`src/design/tlss_pkg.sv`:
```
// Shared types, codes and constants for the tiered load server selector.
`timescale 1ns / 1ps

package tlss_pkg;

    localparam int FIELD_W = 16;
    localparam int ADDR_W  = 32;
    localparam int UNIT_W  = 24;
    localparam int TIER_STEPS = 3;

    typedef logic [2:0] tier_t;

    localparam tier_t TIER_NONE = 3'd0;
    localparam tier_t TIER_BAD  = 3'd1;
    localparam tier_t TIER_OK   = 3'd2;
    localparam tier_t TIER_GOOD = 3'd3;
    localparam tier_t TIER_BEST = 3'd4;

    localparam logic MODE_UPDATE = 1'b0;
    localparam logic MODE_QUERY  = 1'b1;

    localparam logic [6:0] PCT_FULL = 7'd100;
    localparam logic [6:0] PCT_OK   = 7'd75;
    localparam logic [6:0] PCT_GOOD = 7'd50;

    typedef enum logic [2:0] {
        ST_IDLE,
        ST_UPD_TIER,
        ST_SCAN,
        ST_DRAIN,
        ST_PICK,
        ST_SERVE
    } state_t;

    typedef struct packed {
        logic [ADDR_W-1:0]  address;
        logic [FIELD_W-1:0] port;
    } slot_id_t;

    typedef struct packed {
        logic [FIELD_W-1:0] load;
        logic [FIELD_W-1:0] limit;
        logic [FIELD_W-1:0] reserved;
        tier_t              tier;
    } slot_stat_t;

    typedef struct packed {
        logic upd_we;
        logic rsv_we;
    } tbl_ctl_t;

    // Percent threshold tested at each step of the tier search.
    function automatic logic [6:0] tier_pct(input logic [1:0] step);
        logic [6:0] pct;
        case (step)
            2'd0:    pct = PCT_FULL;
            2'd1:    pct = PCT_OK;
            2'd2:    pct = PCT_GOOD;
            default: pct = PCT_FULL;
        endcase
        return pct;
    endfunction

    // Tier given when load reaches the threshold of that step.
    function automatic tier_t tier_on_fail(input logic [1:0] step);
        tier_t t;
        case (step)
            2'd0:    t = TIER_BAD;
            2'd1:    t = TIER_OK;
            default: t = TIER_GOOD;
        endcase
        return t;
    endfunction

endpackage

```
`src/design/tlss_table.sv`:
```
// Slot table: valid flags in flops, identity and load memories with registered read.
`timescale 1ns / 1ps

module tlss_table #(
    parameter int SLOT_COUNT = 16,
    localparam int IDX_W = (SLOT_COUNT > 1) ? $clog2(SLOT_COUNT) : 1
) (
    input  logic                clk,
    input  logic                rst_n,
    input  logic [IDX_W-1:0]    rd_addr,
    output logic                rd_valid,
    output tlss_pkg::slot_id_t  rd_id,
    output tlss_pkg::slot_stat_t rd_stat,
    input  tlss_pkg::tbl_ctl_t  ctl,
    input  logic [IDX_W-1:0]    wr_addr,
    input  tlss_pkg::slot_id_t  wr_id,
    input  tlss_pkg::slot_stat_t wr_stat
);

    logic [SLOT_COUNT-1:0] valid_reg;
    logic                  rd_valid_reg;
    tlss_pkg::slot_id_t    id_mem [SLOT_COUNT];
    tlss_pkg::slot_stat_t  stat_mem [SLOT_COUNT];
    tlss_pkg::slot_id_t    rd_id_reg;
    tlss_pkg::slot_stat_t  rd_stat_reg;
    logic                  id_we;
    logic                  stat_we;

    // Identity is kept from the update that first makes a slot valid.
    assign id_we   = ctl.upd_we & ~valid_reg[wr_addr];
    assign stat_we = ctl.upd_we | ctl.rsv_we;

    always_ff @(posedge clk or negedge rst_n)
    begin
        if (!rst_n)
        begin
            valid_reg    <= '0;
            rd_valid_reg <= 1'b0;
        end
        else
        begin
            if (ctl.upd_we)
            begin
                valid_reg[wr_addr] <= 1'b1;
            end
            rd_valid_reg <= valid_reg[rd_addr];
        end
    end

    always_ff @(posedge clk)
    begin
        if (id_we)
        begin
            id_mem[wr_addr] <= wr_id;
        end
        if (stat_we)
        begin
            stat_mem[wr_addr] <= wr_stat;
        end
        rd_id_reg   <= id_mem[rd_addr];
        rd_stat_reg <= stat_mem[rd_addr];
    end

    assign rd_valid = rd_valid_reg;
    assign rd_id    = rd_id_reg;
    assign rd_stat  = rd_stat_reg;

endmodule

```
`src/design/tlss_unit.sv`:
```
// Shared add and compare unit: sum = a + b, lt = sum < c.
`timescale 1ns / 1ps

module tlss_unit (
    input  logic [tlss_pkg::UNIT_W-1:0] a,
    input  logic [tlss_pkg::UNIT_W-1:0] b,
    input  logic [tlss_pkg::UNIT_W-1:0] c,
    output logic [tlss_pkg::UNIT_W-1:0] sum,
    output logic                        lt
);

    assign sum = a + b;
    assign lt  = sum < c;

endmodule

```
`src/design/tlss_seq.sv`:
```
// Sequencer: word capture, tier steps, slot scan, pick, serve and result register.
`timescale 1ns / 1ps

module tlss_seq #(
    parameter int SLOT_COUNT = 16,
    localparam int IDX_W = (SLOT_COUNT > 1) ? $clog2(SLOT_COUNT) : 1
) (
    input  logic                          clk,
    input  logic                          rst_n,
    input  logic                          in_valid,
    output logic                          in_stall,
    input  logic                          mode,
    input  logic [3:0]                    slot_index,
    input  logic [31:0]                   server_address,
    input  logic [15:0]                   server_port_in,
    input  logic [15:0]                   current_load,
    input  logic [15:0]                   load_limit,
    output logic                          out_valid,
    input  logic                          out_stall,
    output logic                          found,
    output logic [3:0]                    served_index,
    output logic [31:0]                   served_address,
    output logic [15:0]                   served_port,
    output logic [2:0]                    served_tier,
    output logic [IDX_W-1:0]              rd_addr,
    input  logic                          rd_valid,
    input  tlss_pkg::slot_id_t            rd_id,
    input  tlss_pkg::slot_stat_t          rd_stat,
    output tlss_pkg::tbl_ctl_t            ctl,
    output logic [IDX_W-1:0]              wr_addr,
    output tlss_pkg::slot_id_t            wr_id,
    output tlss_pkg::slot_stat_t          wr_stat,
    output logic [tlss_pkg::UNIT_W-1:0]   op_a,
    output logic [tlss_pkg::UNIT_W-1:0]   op_b,
    output logic [tlss_pkg::UNIT_W-1:0]   op_c,
    input  logic [tlss_pkg::UNIT_W-1:0]   op_sum,
    input  logic                          op_lt
);

    localparam int UW = tlss_pkg::UNIT_W;
    localparam logic [1:0] CAND_OK   = 2'd0;
    localparam logic [1:0] CAND_GOOD = 2'd1;
    localparam logic [1:0] CAND_BEST = 2'd2;

    tlss_pkg::state_t state_reg, state_next;

    logic [1:0]         step_reg;
    logic [IDX_W-1:0]   scan_addr_reg;
    logic               eval_vld_reg;
    logic [IDX_W-1:0]   eval_idx_reg;
    logic [2:0]         cand_hit_reg;
    logic [IDX_W-1:0]   cand_idx_reg [3];
    logic [IDX_W-1:0]   chosen_idx_reg;
    tlss_pkg::tier_t    chosen_tier_reg;

    logic [IDX_W-1:0]   cap_idx_reg;
    logic [31:0]        cap_addr_reg;
    logic [15:0]        cap_port_reg;
    logic [15:0]        cap_load_reg;
    logic [15:0]        cap_limit_reg;

    logic               out_valid_reg;
    logic               found_reg;
    logic [3:0]         served_index_reg;
    logic [31:0]        served_address_reg;
    logic [15:0]        served_port_reg;
    tlss_pkg::tier_t    served_tier_reg;

    logic               in_acc;
    logic               in_range;
    logic               out_free;
    logic               scan_last;
    logic               tier_done;
    tlss_pkg::tier_t    tier_val;
    logic               any_hit;
    logic [IDX_W-1:0]   pick_idx;
    tlss_pkg::tier_t    pick_tier;
    logic               eval_ok;
    logic [1:0]         eval_cand;

    assign in_acc    = in_valid && (state_reg == tlss_pkg::ST_IDLE);
    assign in_range  = int'(slot_index) < SLOT_COUNT;
    assign out_free  = !out_valid_reg || !out_stall;
    assign scan_last = scan_addr_reg == IDX_W'(SLOT_COUNT - 1);
    assign any_hit   = |cand_hit_reg;

    // Tier search: a zero limit ends at once, otherwise stop at the first
    // threshold that the load reaches, or at the last step.
    assign tier_done = (cap_limit_reg == '0) || !op_lt
                       || (step_reg == 2'(tlss_pkg::TIER_STEPS - 1));

    always_comb
    begin
        if (cap_limit_reg == '0)
        begin
            tier_val = tlss_pkg::TIER_NONE;
        end
        else if (!op_lt)
        begin
            tier_val = tlss_pkg::tier_on_fail(step_reg);
        end
        else
        begin
            tier_val = tlss_pkg::TIER_BEST;
        end
    end

    always_comb
    begin
        if (cand_hit_reg[CAND_BEST])
        begin
            pick_idx  = cand_idx_reg[CAND_BEST];
            pick_tier = tlss_pkg::TIER_BEST;
        end
        else if (cand_hit_reg[CAND_GOOD])
        begin
            pick_idx  = cand_idx_reg[CAND_GOOD];
            pick_tier = tlss_pkg::TIER_GOOD;
        end
        else
        begin
            pick_idx  = cand_idx_reg[CAND_OK];
            pick_tier = tlss_pkg::TIER_OK;
        end
    end

    // A slot qualifies when valid, in a servable tier and below its limit.
    assign eval_ok = eval_vld_reg && rd_valid && op_lt
                     && (rd_stat.tier == tlss_pkg::TIER_OK
                         || rd_stat.tier == tlss_pkg::TIER_GOOD
                         || rd_stat.tier == tlss_pkg::TIER_BEST);
    assign eval_cand = 2'(rd_stat.tier - tlss_pkg::TIER_OK);

    // Next state
    always_comb
    begin
        state_next = state_reg;
        unique case (state_reg)
            tlss_pkg::ST_IDLE:
            begin
                if (in_valid)
                begin
                    if (mode == tlss_pkg::MODE_QUERY)
                    begin
                        state_next = tlss_pkg::ST_SCAN;
                    end
                    else if (in_range)
                    begin
                        state_next = tlss_pkg::ST_UPD_TIER;
                    end
                end
            end
            tlss_pkg::ST_UPD_TIER:
            begin
                if (tier_done)
                begin
                    state_next = tlss_pkg::ST_IDLE;
                end
            end
            tlss_pkg::ST_SCAN:
            begin
                if (scan_last)
                begin
                    state_next = tlss_pkg::ST_DRAIN;
                end
            end
            tlss_pkg::ST_DRAIN:
            begin
                state_next = tlss_pkg::ST_PICK;
            end
            tlss_pkg::ST_PICK:
            begin
                if (any_hit)
                begin
                    state_next = tlss_pkg::ST_SERVE;
                end
                else if (out_free)
                begin
                    state_next = tlss_pkg::ST_IDLE;
                end
            end
            tlss_pkg::ST_SERVE:
            begin
                if (out_free)
                begin
                    state_next = tlss_pkg::ST_IDLE;
                end
            end
            default:
            begin
                state_next = tlss_pkg::ST_IDLE;
            end
        endcase
    end

    // Outputs of the sequencer
    always_comb
    begin
        in_stall   = 1'b1;
        ctl.upd_we = 1'b0;
        ctl.rsv_we = 1'b0;
        rd_addr    = scan_addr_reg;
        wr_addr    = cap_idx_reg;
        wr_id.address = cap_addr_reg;
        wr_id.port    = cap_port_reg;
        wr_stat.load     = cap_load_reg;
        wr_stat.limit    = cap_limit_reg;
        wr_stat.reserved = '0;
        wr_stat.tier     = tier_val;
        op_a = '0;
        op_b = '0;
        op_c = '0;
        unique case (state_reg)
            tlss_pkg::ST_IDLE:
            begin
                in_stall = 1'b0;
            end
            tlss_pkg::ST_UPD_TIER:
            begin
                ctl.upd_we = tier_done;
                op_a = UW'(cap_load_reg) * UW'(tlss_pkg::PCT_FULL);
                op_c = UW'(cap_limit_reg) * UW'(tlss_pkg::tier_pct(step_reg));
            end
            tlss_pkg::ST_SCAN, tlss_pkg::ST_DRAIN:
            begin
                op_a = UW'(rd_stat.load);
                op_b = UW'(rd_stat.reserved);
                op_c = UW'(rd_stat.limit);
            end
            tlss_pkg::ST_PICK:
            begin
                rd_addr = pick_idx;
            end
            tlss_pkg::ST_SERVE:
            begin
                rd_addr    = chosen_idx_reg;
                wr_addr    = chosen_idx_reg;
                ctl.rsv_we = out_free;
                op_a = UW'(rd_stat.reserved);
                op_b = UW'(1);
                wr_stat.load     = rd_stat.load;
                wr_stat.limit    = rd_stat.limit;
                wr_stat.reserved = op_sum[tlss_pkg::FIELD_W-1:0];
                wr_stat.tier     = rd_stat.tier;
            end
            default:
            begin
                in_stall = 1'b1;
            end
        endcase
    end

    // Control registers
    always_ff @(posedge clk or negedge rst_n)
    begin
        if (!rst_n)
        begin
            state_reg     <= tlss_pkg::ST_IDLE;
            step_reg      <= '0;
            scan_addr_reg <= '0;
            eval_vld_reg  <= 1'b0;
            cand_hit_reg  <= '0;
            out_valid_reg <= 1'b0;
        end
        else
        begin
            state_reg    <= state_next;
            eval_vld_reg <= state_reg == tlss_pkg::ST_SCAN;
            if (in_acc)
            begin
                step_reg      <= '0;
                scan_addr_reg <= '0;
                cand_hit_reg  <= '0;
            end
            else
            begin
                if (state_reg == tlss_pkg::ST_UPD_TIER && !tier_done)
                begin
                    step_reg <= step_reg + 2'd1;
                end
                if (state_reg == tlss_pkg::ST_SCAN)
                begin
                    scan_addr_reg <= scan_addr_reg + IDX_W'(1);
                end
                if (eval_ok && !cand_hit_reg[eval_cand])
                begin
                    cand_hit_reg[eval_cand] <= 1'b1;
                end
            end
            if ((state_reg == tlss_pkg::ST_PICK && !any_hit && out_free)
                || (state_reg == tlss_pkg::ST_SERVE && out_free))
            begin
                out_valid_reg <= 1'b1;
            end
            else if (out_valid_reg && !out_stall)
            begin
                out_valid_reg <= 1'b0;
            end
        end
    end

    // Payload registers
    always_ff @(posedge clk)
    begin
        if (in_acc)
        begin
            cap_idx_reg   <= IDX_W'(slot_index);
            cap_addr_reg  <= server_address;
            cap_port_reg  <= server_port_in;
            cap_load_reg  <= current_load;
            cap_limit_reg <= load_limit;
        end
        if (!in_acc && eval_ok && !cand_hit_reg[eval_cand])
        begin
            cand_idx_reg[eval_cand] <= eval_idx_reg;
        end
        if (state_reg == tlss_pkg::ST_PICK)
        begin
            chosen_idx_reg  <= pick_idx;
            chosen_tier_reg <= pick_tier;
        end
        if (state_reg == tlss_pkg::ST_PICK && !any_hit && out_free)
        begin
            found_reg          <= 1'b0;
            served_index_reg   <= '0;
            served_address_reg <= '0;
            served_port_reg    <= '0;
            served_tier_reg    <= tlss_pkg::TIER_NONE;
        end
        else if (state_reg == tlss_pkg::ST_SERVE && out_free)
        begin
            found_reg          <= 1'b1;
            served_index_reg   <= 4'(chosen_idx_reg);
            served_address_reg <= rd_id.address;
            served_port_reg    <= rd_id.port;
            served_tier_reg    <= chosen_tier_reg;
        end
    end

    always_ff @(posedge clk)
    begin
        eval_idx_reg <= scan_addr_reg;
    end

    assign out_valid      = out_valid_reg;
    assign found          = found_reg;
    assign served_index   = served_index_reg;
    assign served_address = served_address_reg;
    assign served_port    = served_port_reg;
    assign served_tier    = served_tier_reg;

endmodule

```
`src/design/tiered_load_server_selector.sv`:
```
// Top level of the tiered load server selector: table, shared unit and sequencer.
`timescale 1ns / 1ps

// Channel  | Handshake           | Word
// ---------+---------------------+-----------------------------------------------
// in       | in_valid / in_stall | mode, slot_index, server_address,
//          |                     | server_port_in, current_load, load_limit
// out      | out_valid/out_stall | found, served_index, served_address,
//          |                     | served_port, served_tier
//
// Flow: one word at a time. An update tests the tier thresholds one after
//   another on the shared add/compare unit. A query scans every slot,
//   reading one slot a cycle through the table's single read port, then
//   passes a drain and a pick step before the result register loads, and a
//   hit adds a serve step.
// Reset: clears the valid flags and all control state; no clearing pass.
// Stalls: a result waits in the output register while out_stall is high; the
//   next word is still accepted, and a later query holds in its final step
//   until the register frees.

module tiered_load_server_selector #(
    parameter int SLOT_COUNT = 16
) (
    input  logic        clk,
    input  logic        rst_n,
    input  logic        in_valid,
    output logic        in_stall,
    input  logic        mode,
    input  logic [3:0]  slot_index,
    input  logic [31:0] server_address,
    input  logic [15:0] server_port_in,
    input  logic [15:0] current_load,
    input  logic [15:0] load_limit,
    output logic        out_valid,
    input  logic        out_stall,
    output logic        found,
    output logic [3:0]  served_index,
    output logic [31:0] served_address,
    output logic [15:0] served_port,
    output logic [2:0]  served_tier
);

    localparam int IDX_W = (SLOT_COUNT > 1) ? $clog2(SLOT_COUNT) : 1;

    // Table read port: one slot per cycle, data in the cycle after the address.
    logic [IDX_W-1:0]        rd_addr;
    logic                    rd_valid;
    tlss_pkg::slot_id_t      rd_id;
    tlss_pkg::slot_stat_t    rd_stat;

    // Table write port: update writes and reservation bumps.
    tlss_pkg::tbl_ctl_t      ctl;
    logic [IDX_W-1:0]        wr_addr;
    tlss_pkg::slot_id_t      wr_id;
    tlss_pkg::slot_stat_t    wr_stat;

    // Shared unit operands, steered by the sequencer state.
    logic [tlss_pkg::UNIT_W-1:0] op_a;
    logic [tlss_pkg::UNIT_W-1:0] op_b;
    logic [tlss_pkg::UNIT_W-1:0] op_c;
    logic [tlss_pkg::UNIT_W-1:0] op_sum;
    logic                        op_lt;

    tlss_table #(
        .SLOT_COUNT (SLOT_COUNT)
    ) u_table (
        .clk      (clk),
        .rst_n    (rst_n),
        .rd_addr  (rd_addr),
        .rd_valid (rd_valid),
        .rd_id    (rd_id),
        .rd_stat  (rd_stat),
        .ctl      (ctl),
        .wr_addr  (wr_addr),
        .wr_id    (wr_id),
        .wr_stat  (wr_stat)
    );

    // One adder and one compare serve every step: tier thresholds on update,
    // load + reservations < limit during the scan, reservation bump on serve.
    tlss_unit u_unit (
        .a   (op_a),
        .b   (op_b),
        .c   (op_c),
        .sum (op_sum),
        .lt  (op_lt)
    );

    tlss_seq #(
        .SLOT_COUNT (SLOT_COUNT)
    ) u_seq (
        .clk            (clk),
        .rst_n          (rst_n),
        .in_valid       (in_valid),
        .in_stall       (in_stall),
        .mode           (mode),
        .slot_index     (slot_index),
        .server_address (server_address),
        .server_port_in (server_port_in),
        .current_load   (current_load),
        .load_limit     (load_limit),
        .out_valid      (out_valid),
        .out_stall      (out_stall),
        .found          (found),
        .served_index   (served_index),
        .served_address (served_address),
        .served_port    (served_port),
        .served_tier    (served_tier),
        .rd_addr        (rd_addr),
        .rd_valid       (rd_valid),
        .rd_id          (rd_id),
        .rd_stat        (rd_stat),
        .ctl            (ctl),
        .wr_addr        (wr_addr),
        .wr_id          (wr_id),
        .wr_stat        (wr_stat),
        .op_a           (op_a),
        .op_b           (op_b),
        .op_c           (op_c),
        .op_sum         (op_sum),
        .op_lt          (op_lt)
    );

    logic in_acc;
    assign in_acc = in_valid && !in_stall;

    // An update never produces a result word.
    a_update_silent: assert property (@(posedge clk) disable iff (!rst_n)
        in_acc && mode == tlss_pkg::MODE_UPDATE |=> !$rose(out_valid))
        else $error("update produced a result word");

    // A query keeps the block busy while it scans.
    a_query_busy: assert property (@(posedge clk) disable iff (!rst_n)
        in_acc && mode == tlss_pkg::MODE_QUERY |=> in_stall)
        else $error("block ready right after a query");

    // A served slot always comes from a servable tier.
    a_found_tier: assert property (@(posedge clk) disable iff (!rst_n)
        out_valid && found |-> (served_tier == tlss_pkg::TIER_OK
                                || served_tier == tlss_pkg::TIER_GOOD
                                || served_tier == tlss_pkg::TIER_BEST))
        else $error("served slot has no servable tier");

    // A miss carries a zero index and no tier.
    a_miss_zero: assert property (@(posedge clk) disable iff (!rst_n)
        out_valid && !found |-> served_index == '0
                                && served_tier == tlss_pkg::TIER_NONE)
        else $error("miss word not cleared");

endmodule

```
`config.mk`:
```
export PLATFORM = sky130hd
export DESIGN_NAME = tiered_load_server_selector
export DESIGN_NICKNAME = d
export VERILOG_FILES = /design/src/design/tlss_pkg.sv /design/src/design/tlss_table.sv /design/src/design/tlss_unit.sv /design/src/design/tlss_seq.sv /design/src/design/tiered_load_server_selector.sv
export SDC_FILE = /design/constraint.sdc
export NUM_CORES = 2
export LEC_CHECK = 0
export ABC_AREA = 1
export ABC_CLOCK_PERIOD_IN_PS = 16430
export BUFFER_PORTS_ARGS = -buffer_cell sky130_fd_sc_hd__buf_2
export CORE_UTILIZATION = 44
export CTS_BUF_LIST = sky130_fd_sc_hd__clkbuf_4 sky130_fd_sc_hd__clkbuf_8
export CTS_CLUSTER_SIZE = 40
export DETAILED_ROUTE_END_ITERATION = 10
export PLACE_DENSITY_LB_ADDON = 0.25
export SLEW_MARGIN = 20
export SYNTH_ARGS = -nofsm -noshare
export SYNTH_HDL_FRONTEND = slang
export SYNTH_HIERARCHICAL = 1
export SYNTH_SLANG_ARGS = --single-unit
```
`constraint.sdc`:
```
create_clock -name clk -period 16.43 [get_ports clk]
set_input_delay 2.4645 -clock clk [delete_from_list [all_inputs] [get_ports clk]]
set_output_delay 2.4645 -clock clk [all_outputs]
set_load 0.02 [all_outputs]
```
## Yosys cells after proc, flatten, opt, wreduce, memory -nomap -nowiden

Memories as Yosys holds them, arrays and structs flattened. A register that Yosys moved wholly into a read port is not among the register bits.
Cells that the tools add are included.

| storage, ports and cells | value |
|---|---|
| input port bits | 89 |
| output and inout bits | 58 |
| logic and storage cells | 140 |
| memory bits (writable) | 1,596 |
| register bits | 182 |
| memories kept | 3 |

| operators by class | value |
|---|---|
| equal/unequal tests | 14 |
| mux-type cells | 48 |
| reduce and logical (&&, ||, !) cells | 37 |
| order comparisons | 6 |
| $add $sub $neg | 4 |
| bitwise gates (word level) | 5 |
| multipliers | 2 |

Memory list:

| memory | words | width | rd ports | clocked after memory_dff | write ports | RTL line | source |
|---|---|---|---|---|---|---|---|
| u_table.stat_mem | 16 | 51 | 1 | 1 | 1 | tlss_table.sv:23 | `tlss_pkg::slot_stat_t stat_mem [SLOT_COUNT];` |
| u_table.id_mem | 16 | 48 | 1 | 1 | 1 | tlss_table.sv:22 | `tlss_pkg::slot_id_t id_mem [SLOT_COUNT];` |
| u_seq.cand_idx_reg | 3 | 4 | 3 | 0 | 1 | tlss_seq.sv:52 | `logic [IDX_W-1:0] cand_idx_reg [3];` |

Operator list:

| cell | number |
|---|---|
| 23-bit one-hot mux with 3 select lines | 1 |
| 51-bit two-way mux | 1 |
| 23-bit one-hot mux with 2 select lines | 1 |
| 16-bit one-hot mux with 2 select lines | 1 |
| 3-bit two-way mux | 9 |
| 24-bit adder | 1 |
| 24-bit < comparator | 1 |
| 16-bit by 7-bit multiplier with 23-bit output | 1 |
| 16-bit by 5-bit multiplier with 21-bit output (second input constant) | 1 |
| 4-bit two-way mux | 5 |
| 3-bit one-hot mux with 6 select lines | 1 |
| 1-bit two-way mux | 17 |
| 16-bit zero test | 1 |
| 16-bit bitwise OR | 1 |
| 1-bit logical AND | 14 |
| 7-bit one-hot mux with 2 select lines | 1 |
| 3-bit by 2-bit equality test with 1-bit output (second input constant) | 4 |
| 4-bit by 5-bit < comparator with 1-bit output (second input constant) | 2 |
| 3-bit equality test (second input constant) | 3 |
| 1-bit binary-select mux with 4-bit select | 2 |
| 4-bit one-hot mux with 2 select lines | 1 |
| 2-bit nonzero test | 4 |
| 1-bit zero test | 7 |
| 7-bit two-way mux | 1 |
| 27 further kinds | 35 |

## Depth between registers and ports, before layout

| logic depth | value |
|---|---|
| word-level depth | 13 |
| gate-level depth with buffers | 41 |
| gate-level depth less buffers | 38 |

## Modules after synthesis

The synthesis kept the hierarchy.

Modules (own cells, without submodules):

| module | instances | seq. area each (µm²) | area each (µm²) | cells each |
|---|---|---|---|---|
| tlss_table | 1 | 49,972.9 | 67,390.9 | 5,262 |
| tlss_seq | 1 | 4,644.5 | 12,843.6 | 1,630 |
| tlss_unit | 1 | 0.0 | 2,328.5 | 453 |

## Worst setup path after synthesis

OpenSTA, ideal clock, no wires.

| timing path | value |
|---|---|
| path kind | reg2reg |
| start | register u_seq.step_reg[0] |
| end | memory u_table/id_mem[15][0] in the netlist's numbering, enable pin |
| required time | 15.917 ns |
| clock period less this slack | 9.645 ns |
| arrival | 9.132 ns |
| cell stages (with the launch flop) | 33 |
| library setup time | 0.513 ns |
| setup slack | 6.785 ns |
| path buffers | 3 |
| path through | dfrtp_1 -> inv_1 -> ha_1 -> clkbuf_1 -> clkbuf_1 -> nand2_1 -> inv_1 -> fa_1 -> fa_1 -> fa_1 -> inv_1 -> fa_1 -> inv_1 -> ha_1 -> nand2_1 -> inv_1 -> a21oi_1 -> inv_1 -> a21oi_1 -> a21oi_1 -> nor2_1 -> inv_1 -> ha_1 -> nand4_1 -> nor3_1 -> nor2b_1 -> a21oi_1 -> nand3_1 -> nand2_1 -> inv_1 -> nand3_1 -> buf_2 -> nor3_1 |

RTL lines:

| element | RTL line | source |
|---|---|---|
| start: declaration | tlss_seq.sv:47 | `logic [1:0] step_reg;` |
| start signal: assignment | tlss_seq.sv:279 | `step_reg <= step_reg + 2'd1;` |
| end: declaration | tlss_table.sv:22 |  |

==> qor.yml <==
max_slew_margin_pct: 14.2
worstMarginPinSlew_ns: 1.29
startpoint_type: "flop"
syn_area_sq_mm: 0.0826
syn_inst: 7345
crit_path_end_kind: "flop"
nets: 7852
crit_top_cell: "inv_1"
path_class: "flop to flop"
synth_top_cell_area_share_pct: 61.4
setup_viol: 0
cts_setup_buffers: 0
hold_buffers: 0
drt_iter0_markers: 4733
core-area_sq_mm: 0.186
vias: 53214
fin_crit_ns: 9.07
period_share_pct: 55.2
num_rows: 158
max_stage_delay_ns: 0.97
ant_nets: 0
cp.required_ns: 17.05
hold_path_class: "flop to flop"
multi_input_area_sq_mm: 0.0213
antenna_found_initial: 7
die_area_sq_mm: 0.189
vias_per_cell: 5.19
crit_fanout: 45
place_inst: 9701
clock_sinks: 1877
ff2ff_setup_slack_ns: 7.36
pre_cts_ws_ns: 7.41
cts_tree: "built"
syn_avg_cell_area_sq_um: 11.2
wire_per_inst_um: 20.0
yosysUniqueCellTypes: 49
grt_pass1_vias: 50989
cts_buffers: 315
fin_ws_ns: 7.36
port_buffers: 146
path_clk_slew_ns: 0.06
seq_area_frac_synth_pct: 66.2
finClkSkew_ns: 0.0647
cp_num_buf_inv: 9
grt_pass1_wl_um: 312000
nFillCells: 16538
initial_utilization_pct: 44.4
crit_family: "adder cells"
mostFrequentLayoutCells: "edfxtp_1, inv_1, nand2_1, nand3_1, a21oi_1"
dpl.hpwl_um: 116000
arrival_ns: 9.69
final_common_cell: "edfxtp_1"
grt_usage_pct: 21.5
final_cells: 10254
first_pass_iters: 6
drv_slew: 0
synth_warnings: 6
pin_count: 147
clk_latency_ns: 1.05
hold_viol: 0
rsz0062_at_grt: "false"
die_w_um: 435
fmax_mhz: 110
cts_root_buf: "clkbuf_8"
clockBufferDepth: 4
syn_to_final_growth_pct: 10.8
gp_congestion: 0.891
postCtsResizedCells: 0
die_y_um: 435
slowest_stage: "ha_1"
wl_um: 205000
synth-seq-cells: 1877
area.sequential_sq_mm: 0.0546
gr-total-overflow: 0
drc_errors: 0
drive_above_1_share_pct: 10.6
synth_top_area_cell: "edfxtp_1"
grt_max_degree: 260
largest_reg_flops: 816
max_cap_violations: 0
htreeDepth: 5
synth_area_leaders: "edfxtp_1, inv_1, nand2_1"
fin_tns_setup_ns: 0
outcome: "completed"
-- final timing paths --
kind,start,endpoint,cells past startpoint
worst max register to register,u_seq/step_reg[0],u_table/id_mem[2][11],32
worst max-delay path,u_seq/step_reg[0],u_table/id_mem[2][11],32
min in group asynchronous,rst_n,u_seq/scan_addr_reg[1],1
worst min-delay path,u_seq/scan_addr_reg[0],u_seq/eval_idx_reg[0],0
max in group asynchronous,rst_n,u_seq/scan_addr_reg[0],1
worst min register to register,u_seq/scan_addr_reg[0],u_seq/eval_idx_reg[0],0
-- Yosys cell counts (all sizes together) --
cell / number
or2: 2
inv: 1252
a31oi: 1
a21boi: 2
o31ai: 1
xnor2: 3
xor2: 13
a211oi: 1
and2: 3
o21ai: 535
nand3: 672
nand4: 18
o311ai: 1
nor2: 300
conb: 1
edfxtp: 1687
ha: 144
nor2b: 1
nor3: 25
a22oi: 5
a32o: 2
o211ai: 407
clkbuf: 135
nand3b: 6
o22ai: 8
a21oi: 477
nor4: 2
o221ai: 3
a21o: 1
dfrtp: 31
nand2: 1094
o21a: 2
buf: 257
o21bai: 13
dfxtp: 159
fa: 81
-- cells by family after synthesis --
group / Yosys count / share of synthesized area [%]
fa+ha+maj: 225 / 4.15
simple gates: 2123 / 10.9
xor+xnor: 16 / 0.170
flops: 1877 / 66.2
other cells: 1 / 0.00454
buf+inv: 1644 / 8.43
compound gates: 1459 / 10.2
-- area by class of cell --
class                      instances  area share (%)
antenna                            2         0.00547
clock buffer                     450            6.08
clock inverter                   101           0.670
inverter                        1252            5.15
multi-input combinational       3834            23.2
sequential                      1877            59.7
tap                             2480            3.39
timing repair buffer             258            1.80
-- worst register-to-register path, delay by kind of cell, from the launching register on --
family / cells / cell delay (ns)
fa+ha+maj: 7 / 3.65
simple gates: 15 / 2.84
buf+inv: 9 / 1.53
flops: 1 / 0.40
compound gates: 1 / 0.19
-- metal layers --
metal	track usage, %	up-vias	wire length (um)
met5	0	-	26
met4	6.09	4	4510
met3	3.60	311	13900
met2	33.1	1667	92300
met1	31.3	25676	94600
li1	-	25556	-
-- metrics by stage --
step	hold slack (ns)	util, %	cell area (sq um)
finish	0.392	49.2	91500
global placement	0.383	45.9	85300
CTS	0.392	49.2	91500
floorplan	0.368	-	82600
global route	0.402	49.2	91500
detailed placement	0.390	45.9	85300
Power is left out: the tool's default activity adds up to more than one toggle a clock period on the data nets, which glitch-free logic cannot reach.
